===== config.mk =====
export PLATFORM = sky130hd
export DESIGN_NAME = pid_controller_timestamped
export DESIGN_NICKNAME = d
export VERILOG_FILES = /design/src/rtl/core/pidt_pkg.sv /design/src/rtl/core/pid_controller_timestamped.sv /design/src/rtl/core/pidt_mul.sv /design/src/rtl/core/pidt_div.sv
export SDC_FILE = /design/constraint.sdc
export NUM_CORES = 2
export LEC_CHECK = 0
export ABC_AREA = 0
export BUFFER_PORTS_ARGS = -buffer_cell sky130_fd_sc_hd__buf_4
export CORE_UTILIZATION = 45
export DETAILED_ROUTE_END_ITERATION = 8
export PLACE_DENSITY = 0.61
export SLEW_MARGIN = 20
export SYNTH_ARGS = -nofsm -noshare
export SYNTH_HDL_FRONTEND = slang
export SYNTH_SLANG_ARGS = --single-unit

===== constraint.sdc =====
create_clock -name clk -period 17.5 [get_ports clk]
set_input_delay 5.25 -clock clk [delete_from_list [all_inputs] [get_ports clk]]
set_output_delay 5.25 -clock clk [all_outputs]
set_load 0.02 [all_outputs]

===== src/rtl/core/pidt_pkg.sv =====
// shared types and constants for the timestamped pid controller
`default_nettype none

package pidt_pkg;

  // field and datapath widths
  localparam int unsigned WORD_W   = 32;
  localparam int unsigned MCAND_W  = 49;
  localparam int unsigned PROD_W   = MCAND_W + WORD_W;
  localparam int unsigned DVD_W    = 64;
  localparam int unsigned FACTOR_W = 51;
  localparam int unsigned IDX_W    = 3;

  // constants of the control law
  localparam logic [WORD_W-1:0]   MS_PER_SEC = 32'd1000;
  localparam logic [FACTOR_W-1:0] Q_ONE      = 51'd65536;
  localparam logic [WORD_W-1:0]   S32_MAX    = 32'h7fff_ffff;
  localparam logic [WORD_W-1:0]   S32_MIN    = 32'h8000_0000;

  // configuration register indexes
  localparam logic [IDX_W-1:0] REG_TARGET     = 3'd0;
  localparam logic [IDX_W-1:0] REG_GAIN_PROP  = 3'd1;
  localparam logic [IDX_W-1:0] REG_GAIN_INTEG = 3'd2;
  localparam logic [IDX_W-1:0] REG_GAIN_DERIV = 3'd3;
  localparam logic [IDX_W-1:0] REG_INTEG_MAX  = 3'd4;
  localparam logic [IDX_W-1:0] REG_INTEG_MIN  = 3'd5;
  localparam logic [IDX_W-1:0] REG_START_TIME = 3'd6;

  // status of a serial arithmetic unit
  typedef struct packed {
    logic busy;
    logic done;
  } unit_stat_t;

  // sequencer states
  typedef enum logic [3:0] {
    ST_IDLE,
    ST_ERR,
    ST_MUL_INC,
    ST_DIV_INC,
    ST_INTEG,
    ST_DIV_DER,
    ST_DER_SAT,
    ST_MUL_P,
    ST_ACC_P,
    ST_MUL_I,
    ST_ACC_I,
    ST_MUL_D,
    ST_ACC_D,
    ST_MUL_T,
    ST_FINISH
  } state_t;

endpackage

`default_nettype wire


===== src/rtl/core/pid_controller_timestamped.sv =====
// top level: sequencer and datapath of the timestamped pid controller
//
// Each item runs through these steps in turn. Five passes of the shared
// bit-serial multiplier, each made of launch, 32 shift steps and handoff,
// serve the increment, the three gains and the final scale. Two passes of the
// shared bit-serial divider serve the integral increment by 1000 and the
// derivative by the interval. Eight further steps make up the rest, counting
// the idle step that accepts the item. On a zero interval the derivative
// division and its saturation step are skipped. One item is worked at a time.
// A new item is taken once the previous one has left the sequencer, even while
// its result still waits in the output register. A result that is still held
// when the next one is ready stalls the sequencer in its finishing step. The
// result holds drive in tdata and the saturated flag in tuser.
`default_nettype none

module pid_controller_timestamped
  import pidt_pkg::*;
(
  input  wire logic              clk,
  input  wire logic              rst,
  // configuration writes
  input  wire logic              cfg_we,
  input  wire logic [IDX_W-1:0]  cfg_index,
  input  wire logic [WORD_W-1:0] cfg_data,
  // input items
  input  wire logic              s_tvalid,
  output logic                   s_tready,
  input  wire logic [63:0]       s_tdata,   // [31:0] measured, [63:32] time_ms
  // result items
  output logic                   m_tvalid,
  input  wire logic              m_tready,
  output logic [WORD_W-1:0]      m_tdata,   // [31:0] drive
  output logic                   m_tuser    // [0] saturated
);

  state_t state, state_next;

  // configuration registers
  logic [WORD_W-1:0] target, kp, ki, kd, imax, imin;

  // controller state
  logic [WORD_W-1:0] last_error, integral, last_time;

  // item datapath
  logic [WORD_W-1:0]   meas, now_ms, err, dt, deriv;
  logic [FACTOR_W-1:0] factor;
  logic [42:0]         dmag1000;
  logic [PROD_W-1:0]   res;
  logic                neg;
  logic                launched;

  // unit interface
  unit_stat_t        mul_st, div_st;
  logic [PROD_W-1:0] mul_p;
  logic [DVD_W-1:0]  div_q;
  logic              start, mul_start, div_start, mul_state, div_state, sign_sel;
  logic [MCAND_W-1:0] mcand;
  logic [WORD_W-1:0]  mplier;
  logic [DVD_W-1:0]   dividend;
  logic [WORD_W-1:0]  divisor;
  logic               out_free;

  // combinational datapath terms
  logic [32:0]         ediff;
  logic [WORD_W-1:0]   err_sat;
  logic [55:0]         incr, cand;
  logic                cand_ok;
  logic [32:0]         ddiff, dmag;
  logic [42:0]         dq;
  logic [WORD_W-1:0]   der_sat;
  logic [63:0]         gprod;
  logic [FACTOR_W-1:0] gterm;
  logic [FACTOR_W-1:0] fmag;
  logic [81:0]         tprod;
  logic [65:0]         tshift;
  logic [WORD_W-1:0]   drive_val;
  logic                drive_clip;

  assign out_free = !m_tvalid || m_tready;
  assign s_tready = (state == ST_IDLE);

  // next state
  always_comb begin
    state_next = state;
    unique case (state)
      ST_IDLE:    if (s_tvalid) state_next = ST_ERR;
      ST_ERR:     state_next = ST_MUL_INC;
      ST_MUL_INC: if (mul_st.done) state_next = ST_DIV_INC;
      ST_DIV_INC: if (div_st.done) state_next = ST_INTEG;
      ST_INTEG:   state_next = (dt == '0) ? ST_MUL_P : ST_DIV_DER;
      ST_DIV_DER: if (div_st.done) state_next = ST_DER_SAT;
      ST_DER_SAT: state_next = ST_MUL_P;
      ST_MUL_P:   if (mul_st.done) state_next = ST_ACC_P;
      ST_ACC_P:   state_next = ST_MUL_I;
      ST_MUL_I:   if (mul_st.done) state_next = ST_ACC_I;
      ST_ACC_I:   state_next = ST_MUL_D;
      ST_MUL_D:   if (mul_st.done) state_next = ST_ACC_D;
      ST_ACC_D:   state_next = ST_MUL_T;
      ST_MUL_T:   if (mul_st.done) state_next = ST_FINISH;
      ST_FINISH:  if (out_free) state_next = ST_IDLE;
      default:    state_next = ST_IDLE;
    endcase
  end

  // unit launch and operand selection
  always_comb begin
    mul_state = 1'b0;
    div_state = 1'b0;
    mcand     = '0;
    mplier    = '0;
    sign_sel  = 1'b0;
    dividend  = res[DVD_W-1:0];
    divisor   = MS_PER_SEC;
    fmag      = factor[FACTOR_W-1] ? -factor : factor;
    unique case (state)
      ST_MUL_INC: begin
        mul_state = 1'b1;
        mcand     = {17'd0, err[31] ? -err : err};
        mplier    = dt;
        sign_sel  = err[31];
      end
      ST_DIV_INC: begin
        div_state = 1'b1;
        dividend  = res[63:0];
        divisor   = MS_PER_SEC;
      end
      ST_DIV_DER: begin
        div_state = 1'b1;
        dividend  = {21'd0, dmag1000};
        divisor   = dt;
      end
      ST_MUL_P: begin
        mul_state = 1'b1;
        mcand     = {17'd0, kp[31] ? -kp : kp};
        mplier    = err[31] ? -err : err;
        sign_sel  = kp[31] ^ err[31];
      end
      ST_MUL_I: begin
        mul_state = 1'b1;
        mcand     = {17'd0, ki[31] ? -ki : ki};
        mplier    = integral[31] ? -integral : integral;
        sign_sel  = ki[31] ^ integral[31];
      end
      ST_MUL_D: begin
        mul_state = 1'b1;
        mcand     = {17'd0, kd[31] ? -kd : kd};
        mplier    = deriv[31] ? -deriv : deriv;
        sign_sel  = kd[31] ^ deriv[31];
      end
      ST_MUL_T: begin
        mul_state = 1'b1;
        mcand     = fmag[MCAND_W-1:0];
        mplier    = target[31] ? -target : target;
        sign_sel  = target[31] ^ factor[FACTOR_W-1];
      end
      default: begin
        mul_state = 1'b0;
      end
    endcase
    start     = (mul_state || div_state) && !launched;
    mul_start = start && mul_state;
    div_start = start && div_state;
  end

  // datapath arithmetic
  always_comb begin
    ediff   = {target[31], target} - {meas[31], meas};
    err_sat = (ediff[32] != ediff[31]) ? (ediff[32] ? S32_MIN : S32_MAX) : ediff[31:0];
    incr    = neg ? -{2'b00, res[53:0]} : {2'b00, res[53:0]};
    cand    = {{24{integral[31]}}, integral} + incr;
    cand_ok = ($signed(cand) <= $signed({{24{imax[31]}}, imax}))
           && ($signed(cand) >= $signed({{24{imin[31]}}, imin}));
    ddiff   = {err[31], err} - {last_error[31], last_error};
    dmag    = ddiff[32] ? -ddiff : ddiff;
    dq      = res[42:0];
    if (!neg) begin
      der_sat = (dq > {11'd0, S32_MAX}) ? S32_MAX : dq[31:0];
    end else begin
      der_sat = (dq > {11'd0, S32_MIN}) ? S32_MIN : -dq[31:0];
    end
    gprod   = neg ? -res[63:0] : res[63:0];
    gterm   = {{3{gprod[63]}}, gprod[63:16]};
    tprod   = neg ? -{1'b0, res} : {1'b0, res};
    tshift  = tprod[81:16];
    drive_clip = (tshift[65:31] != '0) && (tshift[65:31] != '1);
    drive_val  = drive_clip ? (tshift[65] ? S32_MIN : S32_MAX) : tshift[31:0];
  end

  // state and control registers
  always_ff @(posedge clk) begin
    if (rst) begin
      state      <= ST_IDLE;
      launched   <= 1'b0;
      m_tvalid   <= 1'b0;
      target     <= '0;
      kp         <= '0;
      ki         <= '0;
      kd         <= '0;
      imax       <= S32_MAX;
      imin       <= S32_MIN;
      last_error <= '0;
      integral   <= '0;
      last_time  <= '0;
    end else begin
      state <= state_next;
      if (start) begin
        launched <= 1'b1;
      end else if (mul_st.done || div_st.done) begin
        launched <= 1'b0;
      end
      // configuration writes
      if (cfg_we) begin
        unique case (cfg_index)
          REG_TARGET:     target    <= cfg_data;
          REG_GAIN_PROP:  kp        <= cfg_data;
          REG_GAIN_INTEG: ki        <= cfg_data;
          REG_GAIN_DERIV: kd        <= cfg_data;
          REG_INTEG_MAX:  imax      <= cfg_data;
          REG_INTEG_MIN:  imin      <= cfg_data;
          REG_START_TIME: last_time <= cfg_data;
          default:        ;
        endcase
      end
      // integral update, taken only when the candidate lies inside the bounds
      if (state == ST_INTEG && cand_ok) begin
        integral <= cand[31:0];
      end
      // result handoff
      if (state == ST_FINISH && out_free) begin
        m_tvalid   <= 1'b1;
        last_error <= err;
        last_time  <= now_ms;
      end else if (m_tready) begin
        m_tvalid <= 1'b0;
      end
    end
  end

  // item payload registers
  always_ff @(posedge clk) begin
    if (s_tvalid && s_tready) begin
      meas   <= s_tdata[31:0];
      now_ms <= s_tdata[63:32];
      factor <= Q_ONE;
    end
    if (mul_start) begin
      neg <= sign_sel;
    end
    if (mul_st.done) begin
      res <= mul_p;
    end
    if (div_st.done) begin
      res <= {17'd0, div_q};
    end
    unique case (state)
      ST_ERR: begin
        err <= err_sat;
        dt  <= now_ms - last_time;
      end
      ST_INTEG: begin
        neg      <= ddiff[32];
        dmag1000 <= ({10'd0, dmag} << 10) - ({10'd0, dmag} << 4) - ({10'd0, dmag} << 3);
        deriv    <= '0;
      end
      ST_DER_SAT: deriv <= der_sat;
      ST_ACC_P, ST_ACC_I, ST_ACC_D: factor <= factor + gterm;
      ST_FINISH: begin
        if (out_free) begin
          m_tdata <= drive_val;
          m_tuser <= drive_clip;
        end
      end
      default: ;
    endcase
  end

  pidt_mul u_mul (
    .clk    (clk),
    .rst    (rst),
    .start  (mul_start),
    .mcand  (mcand),
    .mplier (mplier),
    .stat   (mul_st),
    .prod   (mul_p)
  );

  pidt_div u_div (
    .clk      (clk),
    .rst      (rst),
    .start    (div_start),
    .dividend (dividend),
    .divisor  (divisor),
    .stat     (div_st),
    .quot     (div_q)
  );

  // the two serial units never run together
  a_units_exclusive: assert property (@(posedge clk) disable iff (rst)
    !(mul_st.busy && div_st.busy))
    else $error("multiplier and divider busy together");

  // derivative division only runs on a nonzero interval
  a_div_nonzero: assert property (@(posedge clk) disable iff (rst)
    (div_start && state == ST_DIV_DER) |-> (dt != '0))
    else $error("derivative division launched on zero interval");

  // an integral change always lands inside the bounds
  a_integ_bounded: assert property (@(posedge clk) disable iff (rst)
    (state == ST_INTEG && !cfg_we) |=> (integral == $past(integral)
      || ($signed(integral) <= $signed(imax) && $signed(integral) >= $signed(imin))))
    else $error("integral left its bounds");

  // a new result only comes from the finishing step
  a_result_source: assert property (@(posedge clk) disable iff (rst)
    $rose(m_tvalid) |-> $past(state == ST_FINISH))
    else $error("result raised outside finishing step");

endmodule

`default_nettype wire


===== src/rtl/core/pidt_mul.sv =====
// bit-serial unsigned shift-add multiplier, one multiplier bit per cycle
`default_nettype none

module pidt_mul
  import pidt_pkg::*;
(
  input  wire logic               clk,
  input  wire logic               rst,
  input  wire logic               start,
  input  wire logic [MCAND_W-1:0] mcand,
  input  wire logic [WORD_W-1:0]  mplier,
  output unit_stat_t              stat,
  output logic [PROD_W-1:0]       prod
);

  logic [4:0]       count;
  logic [MCAND_W:0] sum;
  logic             busy;
  logic             done;
  logic [MCAND_W-1:0] mcand_r;

  // add multiplicand into the upper half when the low bit is set
  assign sum = {1'b0, prod[PROD_W-1:WORD_W]} + (prod[0] ? {1'b0, mcand_r} : '0);

  // control
  always_ff @(posedge clk) begin
    if (rst) begin
      busy  <= 1'b0;
      done  <= 1'b0;
      count <= '0;
    end else begin
      done <= 1'b0;
      if (start) begin
        busy  <= 1'b1;
        count <= '0;
      end else if (busy) begin
        count <= count + 5'd1;
        if (count == 5'd31) begin
          busy <= 1'b0;
          done <= 1'b1;
        end
      end
    end
  end

  // product shift register
  always_ff @(posedge clk) begin
    if (start) begin
      mcand_r <= mcand;
      prod    <= {{MCAND_W{1'b0}}, mplier};
    end else if (busy) begin
      prod <= {sum, prod[WORD_W-1:1]};
    end
  end

  assign stat.busy = busy;
  assign stat.done = done;

endmodule

`default_nettype wire


===== src/rtl/core/pidt_div.sv =====
// bit-serial restoring divider, one quotient bit per cycle
`default_nettype none

module pidt_div
  import pidt_pkg::*;
(
  input  wire logic              clk,
  input  wire logic              rst,
  input  wire logic              start,
  input  wire logic [DVD_W-1:0]  dividend,
  input  wire logic [WORD_W-1:0] divisor,
  output unit_stat_t             stat,
  output logic [DVD_W-1:0]       quot
);

  logic [5:0]        count;
  logic [WORD_W-1:0] rem;
  logic [WORD_W-1:0] dsr;
  logic [WORD_W:0]   trial;
  logic              busy;
  logic              done;

  // trial subtraction of the divisor from the shifted remainder
  assign trial = {rem, quot[DVD_W-1]} - {1'b0, dsr};

  // control
  always_ff @(posedge clk) begin
    if (rst) begin
      busy  <= 1'b0;
      done  <= 1'b0;
      count <= '0;
    end else begin
      done <= 1'b0;
      if (start) begin
        busy  <= 1'b1;
        count <= '0;
      end else if (busy) begin
        count <= count + 6'd1;
        if (count == 6'd63) begin
          busy <= 1'b0;
          done <= 1'b1;
        end
      end
    end
  end

  // remainder and quotient shift
  always_ff @(posedge clk) begin
    if (start) begin
      rem  <= '0;
      dsr  <= divisor;
      quot <= dividend;
    end else if (busy) begin
      if (!trial[WORD_W]) begin
        rem  <= trial[WORD_W-1:0];
        quot <= {quot[DVD_W-2:0], 1'b1};
      end else begin
        rem  <= {rem[WORD_W-2:0], quot[DVD_W-1]};
        quot <= {quot[DVD_W-2:0], 1'b0};
      end
    end
  end

  assign stat.busy = busy;
  assign stat.done = done;

endmodule

`default_nettype wire

Yosys cells after proc, flatten, opt, wreduce, memory -nomap -nowiden
Cells that the tools add are included.
Storage, ports and cells
  flip-flop bits (word level): 936
  input port bits: 104
  output and inout port bits: 35
  word-level logic and storage cells: 211
Cells by class
  $add $sub $neg: 24
  $lt $le $gt $ge: 4
  equality and inequality tests: 33
  mux-type cells: 65
  bitwise gates (word level): 6
  reductions and logical operators: 43
Operators by type and width (count)
  $mux 32: 20
  $mux 64: 6
  $neg 32->32: 8
  $pmux 49 s5: 1
  $pmux 32 s5: 1
  $mux 51: 2
  $mux 49: 2
  $mux 82: 1
  $neg 81->82: 1
  $sub 32x32->33: 2
  $neg 64->64: 1
  $pmux 32 s2: 1
  $pmux 4 s15: 1
  $add 56x56->56: 1
  $ge 56x32->1: 1
  $le 56x32->1: 1
  $mux 56: 1
  $neg 54->56: 1
  $add 51x51->51: 1
  $add 49x49->50: 1
  $neg 49->49: 1
  $gt 43x31->1 const B: 1
  $gt 43x32->1 const B: 1
  $sub 43x36->43: 1
  39 further kinds: 117

Depth between registers and ports, before layout
  word-level depth: 8
  gate-level depth with buffers: 38
  mapped depth without buffers: 36

Hierarchy
From an unflattened synthesis, not the netlist that was laid out.
Unflattened totals
  cell total of the unflattened synthesis: 7401
  area, all modules: 66388.7 um^2
By module, submodules not included
  pid_controller_timestamped: times used 1, cells each 6001, area each 51237.9 um^2, seq. area each 16706.0 um^2
  pidt_mul: times used 1, cells each 760, area each 7786.2 um^2, seq. area each 3553.4 um^2
  pidt_div: times used 1, cells each 640, area each 7364.6 um^2, seq. area each 3683.5 um^2

Worst setup path after synthesis
Ideal clock, no wire load.
  path type: in2reg
  start point: input port s_tvalid
  end point: register factor[0] (enable)
  library setup time: 416 ps
  arrival time: 8191 ps
  data required time: 17084 ps
  setup slack: 8893 ps
  stages: 2
  path buffers: 0
  cells stage by stage: and2_1 -> nand2b_1
Between the ends
  word-level cells in the longest chain between the ends: 2
RTL lines
  from (decl): RTL line pid_controller_timestamped.sv:26  | input wire logic s_tvalid,
  $logic_and 1x1->1: RTL line pid_controller_timestamped.sv:241  | if (s_tvalid && s_tready) begin
  $reduce_bool 2->1 (no source line)
  to (signal assigned): RTL line pid_controller_timestamped.sv:266  | ST_ACC_P, ST_ACC_I, ST_ACC_D: factor <= factor + gterm;
  to (decl): RTL line pid_controller_timestamped.sv:46  | logic [FACTOR_W-1:0] factor;
No other way between the ends.
A chain may end at the register's enable or synchronous reset.

Worst setup path in the final report
  start point: register res[8]
  end point: register integral[7]
Between the ends
  word-level cells in the longest chain between the ends: 6
  elaborated cells between the ends (all ways): 7
  those cells by class: add/sub: 2; order compare: 2; mux: 1; reduce/logical: 2
RTL lines
  from (decl): RTL line pid_controller_timestamped.sv:48  | logic [PROD_W-1:0] res;
  from (signal assigned): RTL line pid_controller_timestamped.sv:250  | res <= mul_p;
  from (signal assigned): RTL line pid_controller_timestamped.sv:253  | res <= {17'd0, div_q};
  $neg 54->56: RTL line pid_controller_timestamped.sv:169  | incr = neg ? -{2'b00, res[53:0]} : {2'b00, res[53:0]};
  $mux 56 (*): RTL line pid_controller_timestamped.sv:169
  $add 56x56->56 (*): RTL line pid_controller_timestamped.sv:170  | cand = {{24{integral[31]}}, integral} + incr;
  $le 56x32->1 / $ge 56x32->1 (equally long branches): RTL line pid_controller_timestamped.sv:171, pid_controller_timestamped.sv:172
  $logic_and 1x1->1 (*): RTL line pid_controller_timestamped.sv:172  | && ($signed(cand) >= $signed({{24{imin[31]}}, imin}));
  $logic_and 1x1->1 (*): RTL line pid_controller_timestamped.sv:225  | if (state == ST_INTEG && cand_ok) begin
  to (signal assigned): RTL line pid_controller_timestamped.sv:226  | integral <= cand[31:0];
  to (decl): RTL line pid_controller_timestamped.sv:42  | logic [WORD_W-1:0] last_error, integral, last_time;
Mark *: on every way between the ends. The rest lies on a longest branch, timed or not.

==> results.yml <==
synth:
  synth-compound-area-share_pct: 18.43
  syn_inst: 7243
  synth-xor-area-share_pct: 8.931
  synth.top_cells.by_count: "919 x nand2_1, 624 x a21oi_1, 575 x nor2_1"
  ys_ff_latch: 933
  syn_avg_cell_area_sq_um: 8.841
  ys_types: 94
  synth_top_family_by_area: "compound AO/OA/AOI/OAI gates"
  yosys.area_share.adder_pct: 10.02
  netlist_top_cells_area: "edfxtp_1 25%, dfxtp_1 13%, ha_1 8.9%"
  synthFlopType: "edfxtp_1"
  synth-edff-count: 526
  synth_top_area_share_pct: 24.66
  ys_warn_count: 0
  synth_nets: 7836
  synth_mux_area_share_pct: 3.847
  synth_area_sq_um: 64040
  yosys.cell_count.top_type: "nand2_1"
  yosys.area.top_type: "edfxtp_1"
  ys_async_sr_fraction_pct: 0
  synthSimpleGateAreaFrac_pct: 17.08
  yosysSeqAreaShare_pct: 37.39
final_layout:
  fill_cells: 13415
  area_growth_pct: 10.49
  final_core_util_pct: 50.03
  fin_nets: 7823
  finish.cell_count_without_fillers: 9227
  drive_above_1_share_pct: 7.669
timing:
  clock_skew_ps: 37.11
  relSlewSlack_pct: 16.43
  hold_viol: 0
  final.period_utilization_pct: 53.93
  rsz0062_at_grt: "false"
  min_period_ps: 9437
  finalSetupTns_ps: 0
  maxSlewViolCount: 0
  tightest_slew_ps: 1254
  setup-violations-final: 0
  fmax_ghz: 0.1060
critical_path:
  ff2ff_path_depth: 36
  crit_type: "flop to flop"
  crit_required_ps: 18110
  cp-start-kind: "flop"
  critPathMaxFanout: 33
  path_depth: 36
  cp.arrival_ps: 10050
  cpPeakStageDelay_ps: 560
  critical_path.top_delay_family: "simple AND/OR/NAND/NOR gates"
  crit_buf_inv: 2
  worst_path_max_delay_cell: "or3_1"
  critPathCaptureType: "flop"
placement:
  portBuffers: 138
  dp_hpwl_um: 169900
  dp.cells: 9008
  gp_congestion: 1.046
detailed_routing:
  vias_per_cell: 5.985
  first_pass_iters: 7
  vias: 55226
  ant_nets: 0
  drc: 0
  drt-wirelength-per-cell_um: 24.25
  initialDrtViolationCount: 5804
  routed_wl_um: 223700
global_route:
  track_usage_pct: 30.55
  first_global_vias: 51135
  grt_pass1_wl_um: 328200
  met3_usage_pct: 5.700
  grtUsageMet1_pct: 39.36
  overflow: 0
  met2_usage_pct: 48.11
  top_usage_layer: "met2"
  antenna_found_initial: 25
  grt_max_degree: 204
power_and_ir_drop:
  power.density_nw_per_um2: 206.4
  p_clk_share_pct: 16.8
  power.internal_mw: 7.801
  irDropWorstVdd_mv: 0.3391
  leakage_nw: 28.91
  pwr-share-seq_pct: 24.6
  combPwrFrac_pct: 58.5
  p_sw_mw: 6.805
  swShare_pct: 46.59
clock_tree:
  htreeDepth: 3
  cts_buffers: 110
  postCtsSetupBuffers: 0
  cts.path.max_buffers: 3
  cts_tree: "built"
  cts_sinks: 933
  clock_latency_ps: 760
  hold_buffers: 0
  cts-root-buf: "clkbuf_16"
  cts_resized: 0
  clkTransAtPathRegs_ps: 60
run_status:
  outcome: "finished clean"
floorplanning:
  io_pins: 139
  die-area_sq_um: 143800
  initial_core_util_pct: 45.28
  die_w_um: 379.2
  placeableCoreArea_sq_um: 141400
  rows: 138
  die_h_um: 379.2
run:
  cap_viol_max_count: 0
min_path:
  hp-class: "flop to flop"
  hold_depth: 2
[per-layer routing]
metal  part of all wire, %  routed length (um)
met2                    45               99760
met1                    41               91990
met3                   8.0               17920
met4                   6.3               13990
met5                 0.032                  72
[layout by cell type, fill, tap and decap left out, types with 69 or more instances in the layout]
master and count:
clkbuf_16 118, a21o_1 203, nand2_1 917, nor2_1 572, o31ai_1 108, o22ai_1 77
edfxtp_1 526, a31oi_1 97, mux2i_1 173, a211oi_1 88, xor2_1 314, o21ai_0 315
buf_4 207, nand3_1 106, ha_1 456, nand2b_1 69, a21oi_1 624, dfxtp_1 403
xnor2_1 338, inv_1 385, or3_1 74, nor3_1 88
[stage by stage]
stage                     total power [mW]  hold WS (ps)  setup slack [ps]  area (sq um)
after floorplan                      9.443         436.3              8893         64040
after global placement               11.97         442.0              8390         66820
after detailed placement             12.00         446.5              8247         66840
after CTS                            14.51         455.7              8192         70730
after global routing                 15.55         466.4              7319         70730
final                                14.61         453.6              8063         70750
[cell type report]
type                    instances  area (sq um)  area share (%)
multi-input cells            5585         37460           52.94
flip-flops and latches        933         23950           33.85
well taps                    1890          2365           3.342
clock buffers                 141          3169           4.479
clock inverters                69         721.9           1.020
diodes                          9         22.52         0.03183
repair buffers                210          1594           2.253
inverters                     390          1471           2.080
[state kept, by name (all words and copies together) (netlist names), 40 cells and up]
signal,flops
factor,51
dmag1000,40
u_div.quot,64
u_mul.prod,81
u_mul.mcand_r,49
res,81
[cell families (layout without fill, tap and decap cells)]
logic type      Yosys count  after routing
fa+ha+maj               494            494
other cells               0              9
simple gates           2333           2333
mux                     238            238
buf+inv                 725            810
flops                   933            933
xor+xnor                653            653
compound gates         1867           1867
[worst min-delay path, stage by stage, from the launching register on]
cell     delay [ps]
dfxtp_1         310
nand2_1          50
a21oi_1          50
[power groups by stage]
stage / Clock (mW) / Combinational, mW / Sequential (mW)
after floorplan: 0 / 6.07 / 3.37
after global placement: 0 / 8.35 / 3.62
after detailed placement: 0 / 8.38 / 3.63
after CTS: 2.49 / 8.44 / 3.58
after global routing: 2.57 / 9.36 / 3.62
final: 2.46 / 8.55 / 3.60
[path summary, 6_finish.rpt]
path	slack, ps	endpoint	from
max	8060	integral[7]	res[8]
min	450	last_error[19]	last_error[19]
max reg2reg	8060	integral[7]	res[8]
min reg2reg	450	last_error[19]	last_error[19]
(Power assumes the default switching activity.)
